File: src/design/assert_macros.svh
// Assertion helpers shared by the RTL files.
`ifndef ASSERT_MACROS_SVH
`define ASSERT_MACROS_SVH

// Checked at every rising edge outside of reset.
`define ASSERT_CLK(lbl, clk, rst_n, prop, msg) \
    lbl: assert property (@(posedge clk) disable iff (!rst_n) prop) else $error(msg);

// Checked at every rising edge, reset included.
`define ASSERT_ALWAYS(lbl, clk, prop, msg) \
    lbl: assert property (@(posedge clk) prop) else $error(msg);

`endif

File: src/design/ptd_pkg.sv
`timescale 1ns / 1ps

package ptd_pkg;

    localparam int SLOT_W = 3;

    localparam logic OP_TICK  = 1'b0;
    localparam logic OP_ADD   = 1'b1;
    localparam logic KIND_ADD = 1'b0;
    localparam logic KIND_DUE = 1'b1;

    typedef enum logic [1:0] {
        S_IDLE,
        S_READ,
        S_CHECK,
        S_FLUSH
    } t_state;

    typedef struct packed {
        logic add_resp;
        logic tick_start;
        logic rd_en;
        logic take_due;
        logic emit_pend;
        logic emit_last;
        logic idx_inc;
    } t_cmd;

    typedef struct packed {
        logic out_free;
        logic cnt_zero;
        logic due;
        logic pend_vld;
        logic idx_end;
    } t_sts;

endpackage

File: src/design/ptd_if.sv
`timescale 1ns / 1ps

interface ptd_in_if;
    logic        valid;
    logic        ready;
    logic        opcode;
    logic [31:0] period;
    logic [31:0] now;

    modport source (output valid, output opcode, output period, output now, input ready);
    modport sink (input valid, input opcode, input period, input now, output ready);
endinterface

interface ptd_out_if import ptd_pkg::*; ();
    logic              valid;
    logic              ready;
    logic              kind;
    logic [SLOT_W-1:0] slot;
    logic              accepted;
    logic              last;

    modport source (output valid, output kind, output slot, output accepted, output last,
                    input ready);
    modport sink (input valid, input kind, input slot, input accepted, input last,
                  output ready);
endinterface

File: src/design/ptd_dp.sv
`timescale 1ns / 1ps

module ptd_dp import ptd_pkg::*; #(
    parameter int MAX_TASKS = 8
) (
    input  logic        i_clk,
    input  logic        i_rst_n,
    input  logic [31:0] i_period,
    input  logic [31:0] i_now,
    input  t_cmd        i_cmd,
    output t_sts        o_sts,
    ptd_out_if.source   o_out
);

    localparam int IW = (MAX_TASKS > 1) ? $clog2(MAX_TASKS) : 1;
    localparam int CW = $clog2(MAX_TASKS + 1);

    logic [31:0]          r_per_mem [MAX_TASKS];
    logic [31:0]          r_lr_mem  [MAX_TASKS];
    logic [MAX_TASKS-1:0] r_lr_vld;
    logic [31:0]          r_per_q;
    logic [31:0]          r_lr_q;
    logic                 r_lr_vld_q;
    logic [CW-1:0]        r_cnt;
    logic [IW-1:0]        r_idx;
    logic [31:0]          r_now;
    logic                 r_pend_vld;
    logic [IW-1:0]        r_pend_idx;
    logic                 r_out_valid;
    logic                 r_out_kind;
    logic [SLOT_W-1:0]    r_out_slot;
    logic                 r_out_acc;
    logic                 r_out_last;

    logic                 w_full;
    logic [31:0]          w_lr_eff;
    logic [31:0]          w_elapsed;

    assign w_full    = (r_cnt == CW'(MAX_TASKS));
    // A slot that no tick has stamped yet counts as last run at time zero.
    assign w_lr_eff  = r_lr_vld_q ? r_lr_q : 32'd0;
    assign w_elapsed = r_now - w_lr_eff;

    assign o_sts.out_free = !r_out_valid || o_out.ready;
    assign o_sts.cnt_zero = (r_cnt == '0);
    assign o_sts.due      = (w_elapsed >= r_per_q);
    assign o_sts.pend_vld = r_pend_vld;
    assign o_sts.idx_end  = ((CW'(r_idx) + CW'(1)) == r_cnt);

    always_ff @(posedge i_clk) begin
        if (i_cmd.add_resp && !w_full) begin
            r_per_mem[r_cnt[IW-1:0]] <= i_period;
        end
        if (i_cmd.rd_en) begin
            r_per_q <= r_per_mem[r_idx];
        end
    end

    always_ff @(posedge i_clk) begin
        if (i_cmd.take_due) begin
            r_lr_mem[r_idx] <= r_now;
        end
        if (i_cmd.rd_en) begin
            r_lr_q     <= r_lr_mem[r_idx];
            r_lr_vld_q <= r_lr_vld[r_idx];
        end
    end

    always_ff @(posedge i_clk) begin
        if (!i_rst_n) begin
            r_lr_vld   <= '0;
            r_cnt      <= '0;
            r_idx      <= '0;
            r_pend_vld <= 1'b0;
        end else begin
            if (i_cmd.take_due) begin
                r_lr_vld[r_idx] <= 1'b1;
            end
            if (i_cmd.add_resp && !w_full) begin
                r_cnt <= r_cnt + CW'(1);
            end
            if (i_cmd.tick_start) begin
                r_idx      <= '0;
                r_pend_vld <= 1'b0;
            end else begin
                if (i_cmd.idx_inc) begin
                    r_idx <= r_idx + IW'(1);
                end
                if (i_cmd.take_due) begin
                    r_pend_vld <= 1'b1;
                end
            end
        end
    end

    always_ff @(posedge i_clk) begin
        if (i_cmd.tick_start) begin
            r_now <= i_now;
        end
        if (i_cmd.take_due) begin
            r_pend_idx <= r_idx;
        end
    end

    always_ff @(posedge i_clk) begin
        if (!i_rst_n) begin
            r_out_valid <= 1'b0;
        end else if (i_cmd.add_resp || i_cmd.emit_pend) begin
            r_out_valid <= 1'b1;
        end else if (o_out.ready) begin
            r_out_valid <= 1'b0;
        end
    end

    always_ff @(posedge i_clk) begin
        if (i_cmd.add_resp) begin
            r_out_kind <= KIND_ADD;
            r_out_slot <= w_full ? '0 : SLOT_W'(r_cnt);
            r_out_acc  <= !w_full;
            r_out_last <= 1'b1;
        end else if (i_cmd.emit_pend) begin
            r_out_kind <= KIND_DUE;
            r_out_slot <= SLOT_W'(r_pend_idx);
            r_out_acc  <= 1'b0;
            r_out_last <= i_cmd.emit_last;
        end
    end

    assign o_out.valid    = r_out_valid;
    assign o_out.kind     = r_out_kind;
    assign o_out.slot     = r_out_slot;
    assign o_out.accepted = r_out_acc;
    assign o_out.last     = r_out_last;

endmodule

File: src/design/ptd_ctrl.sv
`timescale 1ns / 1ps

module ptd_ctrl import ptd_pkg::*; (
    input  logic i_clk,
    input  logic i_rst_n,
    input  logic i_in_valid,
    input  logic i_in_opcode,
    input  t_sts i_sts,
    output logic o_in_ready,
    output t_cmd o_cmd
);

    t_state r_state;
    t_state n_state;
    logic   w_accept;
    logic   w_go;

    assign o_in_ready = (r_state == S_IDLE) && i_sts.out_free;
    assign w_accept   = i_in_valid && o_in_ready;
    // A due slot must wait while the previous due slot cannot be handed to the output.
    assign w_go       = !(i_sts.due && i_sts.pend_vld && !i_sts.out_free);

    always_ff @(posedge i_clk) begin
        if (!i_rst_n) begin
            r_state <= S_IDLE;
        end else begin
            r_state <= n_state;
        end
    end

    always_comb begin
        n_state = r_state;
        case (r_state)
            S_IDLE: begin
                if (w_accept && (i_in_opcode == OP_TICK) && !i_sts.cnt_zero) begin
                    n_state = S_READ;
                end
            end
            S_READ: begin
                n_state = S_CHECK;
            end
            S_CHECK: begin
                if (w_go) begin
                    n_state = i_sts.idx_end ? S_FLUSH : S_READ;
                end
            end
            S_FLUSH: begin
                if (!i_sts.pend_vld || i_sts.out_free) begin
                    n_state = S_IDLE;
                end
            end
            default: begin
                n_state = S_IDLE;
            end
        endcase
    end

    always_comb begin
        o_cmd = '0;
        case (r_state)
            S_IDLE: begin
                o_cmd.add_resp   = w_accept && (i_in_opcode == OP_ADD);
                o_cmd.tick_start = w_accept && (i_in_opcode == OP_TICK);
            end
            S_READ: begin
                o_cmd.rd_en = 1'b1;
            end
            S_CHECK: begin
                o_cmd.take_due  = w_go && i_sts.due;
                o_cmd.emit_pend = w_go && i_sts.due && i_sts.pend_vld;
                o_cmd.idx_inc   = w_go && !i_sts.idx_end;
            end
            S_FLUSH: begin
                o_cmd.emit_pend = i_sts.pend_vld && i_sts.out_free;
                o_cmd.emit_last = 1'b1;
            end
            default: begin
                o_cmd = '0;
            end
        endcase
    end

endmodule

File: src/design/periodic_task_dispatcher.sv
`timescale 1ns / 1ps
// Periodic task dispatcher: a table of up to MAX_TASKS periodic tasks. An add request
// (opcode 1) takes the next free slot and answers in the cycle after acceptance with one
// response carrying the slot and an accepted flag; a full table answers accepted = 0, slot 0.
// A tick request (opcode 0) carries the current time; every registered slot whose elapsed
// time (now - last run, modulo 2^32) is at least its period is reported in index order and
// restamped with now, the final report carrying last = 1; a tick with nothing due gives
// nothing. During a tick each slot is read in turn through the single registered read port
// of the period and last-run memories and then compared. Requests are taken one at a time,
// and a new request is taken only when the output register is empty or is being read in
// the same cycle.
`include "assert_macros.svh"

module periodic_task_dispatcher import ptd_pkg::*; #(
    parameter int MAX_TASKS = 8
) (
    input  logic      i_clk,
    input  logic      i_rst_n,
    ptd_in_if.sink    i_in,
    ptd_out_if.source o_out
);

    t_cmd w_cmd;
    t_sts w_sts;

    ptd_ctrl u_ctrl (
        .i_clk       (i_clk),
        .i_rst_n     (i_rst_n),
        .i_in_valid  (i_in.valid),
        .i_in_opcode (i_in.opcode),
        .i_sts       (w_sts),
        .o_in_ready  (i_in.ready),
        .o_cmd       (w_cmd)
    );

    ptd_dp #(
        .MAX_TASKS (MAX_TASKS)
    ) u_dp (
        .i_clk    (i_clk),
        .i_rst_n  (i_rst_n),
        .i_period (i_in.period),
        .i_now    (i_in.now),
        .i_cmd    (w_cmd),
        .o_sts    (w_sts),
        .o_out    (o_out)
    );

    `ASSERT_CLK(a_in_needs_free_out, i_clk, i_rst_n,
                (i_in.valid && i_in.ready) |-> (!o_out.valid || o_out.ready),
                "request taken while output register blocked")
    `ASSERT_CLK(a_emit_needs_free_out, i_clk, i_rst_n,
                w_cmd.emit_pend |-> w_sts.out_free,
                "due report loaded over a waiting result")
    `ASSERT_CLK(a_add_resp_last, i_clk, i_rst_n,
                (o_out.valid && (o_out.kind == KIND_ADD)) |-> o_out.last,
                "add response not marked last")
    `ASSERT_ALWAYS(a_cmd_exclusive, i_clk,
                   !(w_cmd.add_resp && w_cmd.emit_pend),
                   "add response and due report in the same cycle")

endmodule

File: src/flat_wrapper.sv
// flat-port wrapper written by rule: the top's interface ports become plain ports
module periodic_task_dispatcher_flat import ptd_pkg::*;
#(
    parameter int MAX_TASKS = 8
)
  (i_clk, i_rst_n, i_in_valid, i_in_opcode, i_in_period, i_in_now, i_in_ready, o_out_valid, o_out_kind, o_out_slot, o_out_accepted, o_out_last, o_out_ready);
  ptd_in_if i_in_i ();
  ptd_out_if o_out_i ();
  input  logic i_clk;
  input  logic i_rst_n;
  input wire logic [$bits(i_in_i.valid)-1:0] i_in_valid;
  input wire logic [$bits(i_in_i.opcode)-1:0] i_in_opcode;
  input wire logic [$bits(i_in_i.period)-1:0] i_in_period;
  input wire logic [$bits(i_in_i.now)-1:0] i_in_now;
  output wire logic [$bits(i_in_i.ready)-1:0] i_in_ready;
  output wire logic [$bits(o_out_i.valid)-1:0] o_out_valid;
  output wire logic [$bits(o_out_i.kind)-1:0] o_out_kind;
  output wire logic [$bits(o_out_i.slot)-1:0] o_out_slot;
  output wire logic [$bits(o_out_i.accepted)-1:0] o_out_accepted;
  output wire logic [$bits(o_out_i.last)-1:0] o_out_last;
  input wire logic [$bits(o_out_i.ready)-1:0] o_out_ready;
  assign i_in_i.valid = i_in_valid;
  assign i_in_i.opcode = i_in_opcode;
  assign i_in_i.period = i_in_period;
  assign i_in_i.now = i_in_now;
  assign i_in_ready = i_in_i.ready;
  assign o_out_valid = o_out_i.valid;
  assign o_out_kind = o_out_i.kind;
  assign o_out_slot = o_out_i.slot;
  assign o_out_accepted = o_out_i.accepted;
  assign o_out_last = o_out_i.last;
  assign o_out_i.ready = o_out_ready;
  periodic_task_dispatcher #(.MAX_TASKS(MAX_TASKS)) u_core (.i_clk(i_clk), .i_rst_n(i_rst_n), .i_in(i_in_i), .o_out(o_out_i));
endmodule
File: config.mk
export PLATFORM = sky130hd
export DESIGN_NAME = periodic_task_dispatcher_flat
export DESIGN_NICKNAME = d
export VERILOG_FILES = /design/src/design/ptd_pkg.sv /design/src/design/ptd_if.sv /design/src/design/ptd_dp.sv /design/src/design/ptd_ctrl.sv /design/src/design/periodic_task_dispatcher.sv /design/src/flat_wrapper.sv
export VERILOG_INCLUDE_DIRS = /design/src /design/src/design
export SDC_FILE = /design/constraint.sdc
export NUM_CORES = 1
export LEC_CHECK = 0
export ABC_AREA = 1
export BUFFER_PORTS_ARGS = -buffer_cell sky130_fd_sc_hd__buf_2
export CAP_MARGIN = 5
export CORE_ASPECT_RATIO = 1.2
export CORE_MARGIN = 2
export CORE_UTILIZATION = 55
export DETAILED_ROUTE_END_ITERATION = 16
export PLACE_DENSITY = 0.76
export SLEW_MARGIN = 20
export SYNTH_ARGS = -nofsm -noshare
export SYNTH_HDL_FRONTEND = slang
export SYNTH_SLANG_ARGS = --single-unit
export TNS_END_PERCENT = 5
File: constraint.sdc
create_clock -name i_clk -period 12.5 [get_ports i_clk]
set_input_delay 1.25 -clock i_clk [delete_from_list [all_inputs] [get_ports i_clk]]
set_output_delay 1.25 -clock i_clk [all_outputs]
set_load 0.01 [all_outputs]
# Word-level counts from Yosys, hierarchy flattened

Memory sizes are Yosys's and may differ from the RTL's. A register that Yosys moved wholly into a read port is not among the register bits.
Cells that the tools add are included.

Bits in registers: 61
RAM bits: 512
Input bits: 69
Output and inout port bits: 8
Word-level logic and storage cells: 89
Memories: 2

Add/subtract/negate cells: 4
Magnitude comparators: 3
Equal/unequal tests: 8
Muxes and demuxes: 27
Bitwise operators: 3
Reduce and logical (&&, ||, !) cells: 29

Memories:

| name                  | words | width | read ports | clocked after memory_dff | wr ports | RTL line     | source |
|---|---|---|---|---|---|---|---|
| u_core.u_dp.r_lr_mem  | 8     | 32    | 1          | 1                        | 1        | ptd_dp.sv:19 | `logic [31:0] r_lr_mem [MAX_TASKS];` |
| u_core.u_dp.r_per_mem | 8     | 32    | 1          | 1                        | 1        | ptd_dp.sv:18 | `logic [31:0] r_per_mem [MAX_TASKS];` |

Operators with widths:

| cell                                                                                 | number |
|---|---|
| 32-bit greater-or-equal comparator                                                   | 1 |
| 32-bit two-way mux                                                                   | 1 |
| 32-bit subtractor                                                                    | 1 |
| 1-bit two-way mux                                                                    | 14 |
| 1-bit logical AND                                                                    | 13 |
| 2-bit two-way mux                                                                    | 5 |
| 3-bit two-way mux                                                                    | 3 |
| 8-bit bitwise OR                                                                     | 1 |
| 2-bit case mux with 4 select lines                                                   | 1 |
| 1-bit zero test                                                                      | 7 |
| 3-bit by 1-bit adder with 4-bit output (second input constant)                       | 1 |
| 4-bit by 1-bit adder with 4-bit output (second input constant)                       | 1 |
| 2-bit == test (second input constant)                                                | 2 |
| 4-bit == test                                                                        | 1 |
| 4-bit == test (second input constant)                                                | 1 |
| 4-bit zero test                                                                      | 1 |
| 3-bit by 4-bit less-than comparator with 1-bit output (second input constant)        | 1 |
| 2-bit != test (second input constant)                                                | 2 |
| 2-bit nonzero test                                                                   | 2 |
| 3-bit by 1-bit adder with 3-bit output (second input constant)                       | 1 |
| 1-bit binary-select mux with 3-bit select                                            | 1 |
| 1-bit demux with 3-bit select                                                        | 1 |
| 3-bit by 1-bit greater-or-equal comparator with 1-bit output (second input constant) | 1 |
| 1-bit logical OR                                                                     | 3 |
| other kinds (7)                                                                      | 8 |

# Longest topological paths before layout

Depth in word-level cells: 11
Mapped depth: 26
Gate-level depth less buffers: 26

# Modules after synthesis

A second synthesis with hierarchy kept.

Cell total of the unflattened synthesis: 2270
Area, all modules: 26877.0 um^2

By module, submodules not included:

| module   | instances | cells each | area each (um^2) | seq. area each (um^2) |
|---|---|---|---|---|
| ptd_dp   | 1         | 2230       | 26634.3          | 18878.1 |
| ptd_ctrl | 1         | 40         | 242.7            | 40.0 |

# Worst setup path before layout

Ideal clock, no wire load.

Kind: input to register
Start point: input o_out_ready
End point: memory u_core.u_dp.r_per_mem[4][0] (enable)
Setup time: 0.461 ns
Arrival: 4.188 ns
Data required time: 12.039 ns
Setup slack: 7.850 ns
Cell stages on the path: 8
Path buffers: 0
Path through: nor2_1 -> nor2_2 -> nand2_2 -> nor2_4 -> nand2_4 -> inv_1 -> nand2_1 -> nor3_1

Longest elaborated chain between the ends: 8

RTL lines:

| what                                    | RTL line           | source |
|---|---|---|
| from (decl)                             | flat_wrapper.sv:21 | `input wire logic [$bits(o_out_i.ready)-1:0] o_out_ready;` |
| 1-bit logical OR                        | ptd_dp.sv:44       | `assign o_sts.out_free = !r_out_valid \|\| o_out.ready;` |
| 1-bit logical AND                       | ptd_ctrl.sv:18     | `assign o_in_ready = (r_state == S_IDLE) && i_sts.out_free;` |
| via i_in_ready                          | flat_wrapper.sv:15 | `output wire logic [$bits(i_in_i.ready)-1:0] i_in_ready;` |
| 1-bit logical AND                       | ptd_ctrl.sv:19     | `assign w_accept = i_in_valid && o_in_ready;` |
| 1-bit logical AND                       | ptd_ctrl.sv:62     | `o_cmd.add_resp = w_accept && (i_in_opcode == OP_ADD);` |
| 2-bit two-way mux                       | ptd_ctrl.sv:60     | `case (r_state)` |
| 1-bit logical AND                       | ptd_dp.sv:51       | `if (i_cmd.add_resp && !w_full) begin` |
| 1-bit two-way mux                       | ptd_dp.sv:51       |  |
| 1-bit two-way mux (not written as such) | ptd_dp.sv:52       | `r_per_mem[r_cnt[IW-1:0]] <= i_period;` |
| to (decl)                               | ptd_dp.sv:18       |  |

The timed path passes the listed nets, and every way through them passes these cells.

# Worst setup path in the final report

Start point: register u_core.u_dp.r_lr_vld_q
End point: memory u_core.u_dp.r_lr_mem[2][28] (enable)

Longest elaborated chain between the ends: 10

RTL lines:

| what                                      | RTL line       | source |
|---|---|---|
| from (decl)                               | ptd_dp.sv:23   | `logic r_lr_vld_q;` |
| from (signal assigned)                    | ptd_dp.sv:65   | `r_lr_vld_q <= r_lr_vld[r_idx];` |
| 32-bit two-way mux *                      | ptd_dp.sv:41   | `assign w_lr_eff = r_lr_vld_q ? r_lr_q : 32'd0;` |
| 32-bit subtractor *                       | ptd_dp.sv:42   | `assign w_elapsed = r_now - w_lr_eff;` |
| 32-bit greater-or-equal comparator *      | ptd_dp.sv:46   | `assign o_sts.due = (w_elapsed >= r_per_q);` |
| 1-bit logical AND (2 in series)           | ptd_ctrl.sv:21 | `assign w_go = !(i_sts.due && i_sts.pend_vld && !i_sts.out_free);` |
| 1-bit zero test                           | ptd_ctrl.sv:21 |  |
| 1-bit logical AND *                       | ptd_ctrl.sv:69 | `o_cmd.take_due = w_go && i_sts.due;` |
| 1-bit two-way mux *                       | ptd_ctrl.sv:60 |  |
| 1-bit two-way mux *                       | ptd_dp.sv:60   | `if (i_cmd.take_due) begin` |
| 1-bit two-way mux (not written as such) * | ptd_dp.sv:61   | `r_lr_mem[r_idx] <= r_now;` |
| to (decl)                                 | ptd_dp.sv:19   |  |

Every way passes the cells marked *; elsewhere a longest branch is shown, timed or not.

==> reports/qor.yml <==
yosys:
  synthTopCellsByArea: "edfxtp_1 (72%), nand2_1 (4.7%), ha_1 (3.3%)"
  synth_cell_types: 52
  avgSynthCellArea_um2: 14.59
  synth-warning-count: 0
  netlist_instances: 1753
  synth-compound-area-share: 0.09108
  synth-adder-area-share: 0.03356
  seq_area_frac_synth: 0.7396
  synth_top_cell_area_share: 0.7232
  synth_top_family_by_area: "simple AND/OR/NAND/NOR gates"
  synthFlopType: "edfxtp_1"
  muxShareOfSynthArea: 0
  netlist_area_um2: 25580
  synth_xor_area_frac: 0.01091
  synth-seq-cells: 637
  synth_largest_area_cell: "edfxtp_1"
  yosys.area_share.simple: 0.09299
  synthArstFlopShare: 0
  synth_nets: 1890
  synth_edf_count: 616
cts:
  postCtsSetupRepairBufs: 0
  numClockSinks: 637
  root_buffer: "clkbuf_16"
  htree_levels: 2
  cts_tree: "built"
  cts-resized-gates: 0
  clk_pin_slew_worst_paths_ps: 60
  cts_buffers: 58
  worstSkewPairLatency_ps: 620
  clockBufferDepth: 3
  ctsHoldBuffers: 0
cells_and_area:
  drive_gt1_frac: 0.1341
  area_growth_pct: 11.98
  design_area_um2: 28640
  nets: 1993
sta:
  worst_pin_slew_ps: 985.2
  fin_skew_ps: 24.33
  period_minus_slack_ps: 5171
  setup_viol: 0
  slew_viol_final: 0
  period_share: 0.4137
  hold_violations: 0
  max-slew-margin-rel: 0.3432
  rsz0062_at_grt: "false"
  tns_ps: 0
  fmax_mhz: 193.4
global_route:
  grt_pass1_vias: 15100
  overflow: 0
  gr-usage-all-layers: 0.2371
  antenna_found_initial: 2
  grt_max_degree: 67
  grt_pass1_wl_um: 85820
place:
  gp_congestion: 0.8986
  hpwlAfterDp_um: 33370
  post_dp_cell_area_um2: 26570
  numPortBuffers: 76
setup_path:
  path_cells: "nand2_1, inv_1, ha_1, inv_1, fa_1, nand3_1, nand2_1, nand4_1, nand2_1, a21oi_1, o21ai_0, xor2_1, ha_1, nand2_1, nor2_2, nand4_2, nor3b_2, nand2_2, nand2_4, nand2_8, nor2_4, buf_16"
  arrival_ps: 5490
  cp_max_fo: 32
  required_ps: 12820
  critPathSlowestCell: "edfxtp_1"
  slowest_delay_ps: 950
  path_delay_family: "simple AND/OR/NAND/NOR gates"
  startpoint_type: "register"
  cp_common_cell: "nand2_1"
  startpoint: "u_core.u_dp.r_lr_vld_q"
  crit_buf_inv: 3
  reg2reg_from: "u_core.u_dp.r_lr_vld_q"
  endpoint_kind: "register"
  path_class: "register to register"
  reg2reg_slack_ps: 7330
power:
  total_power_w: 0.005541
  p_leak_nw: 9.838
  peakVddDrop_mv: 0.1609
  powerDensity_nw_per_um2: 193.4
floorplanning:
  start_util: 0.5567
  rows: 86
  core_um2: 45950
  die_width_um: 200.9
  num_io_pins: 77
  dieArea_um2: 48250
  dieHeight_um: 240.2
run:
  drv_cap: 0
route:
  route.detailed.drc: 0
  drt-initial-drc-count: 1290
  wl_met3_um: 4026
  wirelength_um: 56910
  wl_per_cell_um: 22.57
  route.met2.wl_um: 28590
  drt-vias-per-instance: 5.881
  dr.pass1.iters: 6
  top_layer_used: "met5"
  vias: 14830
  wl_met1_um: 22060
  drt.antenna.violating_nets: 0
status:
  status: "completed"
hold_path:
  min-delay-start: "u_core.u_dp.o_out.last"
  hold_path.class: "register to register"
[Yosys cell counts, types with 7 or more instances]
cell type	number
nor3_1	9
nor2_1	61
inv_1	104
clkbuf_1	13
buf_2	22
a21oi_1	81
xnor2_1	10
a221oi_1	37
ha_1	67
a22oi_1	76
nand3_1	19
o21ai_1	7
nor2_4	11
a221oi_2	9
a22o_1	50
inv_2	10
nand4_1	69
buf_6	9
o21ai_0	31
o21a_1	9
buf_4	15
dfxtp_1	21
nand2_1	321
edfxtp_1	616
xor2_1	20
[tightest hold or removal path: stages (launching register included)]
cell and delay (ps):
dfxtp_1 310, nand2_1 60, nand2_1 50
[power breakdown]
group / internal [W] / switching [W] / total [W] / leakage, nW
logic: 0.000389 / 0.000736 / 0.00112 / 3.18
registers: 0.00256 / 0.000109 / 0.00267 / 5.74
clock network: 0.00101 / 0.000741 / 0.00175 / 0.910
total: 0.00395 / 0.00159 / 0.00554 / 9.84
[final cells by class]
type,count,area [um^2]
flip-flops and latches,637,18920
fillers,3311,17300
multi-input cells,940,5916
clock buffers,76,1570
well taps,616,770.7
repair buffers,103,713.2
inverters,116,437.9
clock inverters,30,310.3
diodes,3,7.507
[cells by family after synthesis]
family                   after synthesis
AO/OA/AOI/OAI                        324
XOR/XNOR                              31
adder cells (fa/ha/maj)               68
buffers and inverters                176
flip-flops                           637
AND/OR/NAND/NOR                      517
[per-stage QoR]
stage	utilization	worst slack, ps	std cells	hold WS, ps
floorplan	-	7850	1753	430.9
global placement	0.5782	7272	2404	439.8
detailed placement	0.5782	7151	2404	447.4
CTS	0.6191	7128	2510	460.2
global route	0.6233	6951	2519	478.2
finish	0.6234	7329	2521	460.7
[path summary, 6_finish.rpt]
kind / endpoint / cells past startpoint
hold / removal: u_core.u_dp.o_out.last / 2
setup reg to reg: u_core.u_dp.r_lr_mem[2][28] / 22
setup / recovery: u_core.u_dp.r_lr_mem[2][28] / 22
hold reg to reg: u_core.u_dp.o_out.last / 2
[flip-flops by register name (all words and copies together), names as in the netlist]
register / cells
u_core.u_dp.o_out.slot: 3
u_core.u_dp.r_cnt: 4
u_core.u_dp.r_now: 32
u_core.u_dp.r_lr_mem: 256
u_core.u_dp.o_out.valid: 1
u_core.u_dp.r_pend_vld: 1
u_core.u_dp.o_out.accepted: 1
u_core.u_dp.r_per_mem: 256
u_core.u_dp.o_out.kind: 1
u_core.u_dp.r_lr_vld_q: 1
u_core.u_dp.r_lr_q: 32
u_core.u_ctrl.r_state: 2
u_core.u_dp.r_lr_vld: 8
u_core.u_dp.r_idx: 3
u_core.u_dp.r_per_q: 32
u_core.u_dp.r_pend_idx: 3
u_core.u_dp.o_out.last: 1
[layout by cell type (no fill, tap or decap), types with 6 or more instances in the layout]
| cell | instances |
|---|---|
| a21oi_1 | 81 |
| a221oi_1 | 37 |
| a221oi_2 | 9 |
| a22o_1 | 50 |
| a22oi_1 | 76 |
| buf_2 | 76 |
| buf_4 | 19 |
| bufinv_16 | 6 |
| clkbuf_1 | 14 |
| clkbuf_16 | 59 |
| clkinv_1 | 11 |
| clkinv_2 | 7 |
| dfxtp_1 | 21 |
| edfxtp_1 | 616 |
| ha_1 | 67 |
| inv_1 | 103 |
| inv_2 | 11 |
| nand2_1 | 321 |
| nand3_1 | 19 |
| nand4_1 | 69 |
| nor2_1 | 56 |
| nor2_4 | 16 |
| o21a_1 | 9 |
| o21ai_0 | 31 |
| o21ai_1 | 7 |
| xnor2_1 | 10 |
| xor2_1 | 20 |
[routing by layer]
layer / global-route usage / up-vias
li1: - / 6798
met1: 0.2852 / 7316
met2: 0.4130 / 575
met3: 0.04906 / 136
met4: 0.1100 / 2
met5: 0 / -
No activity file was read; power rests on OpenSTA's default activity.
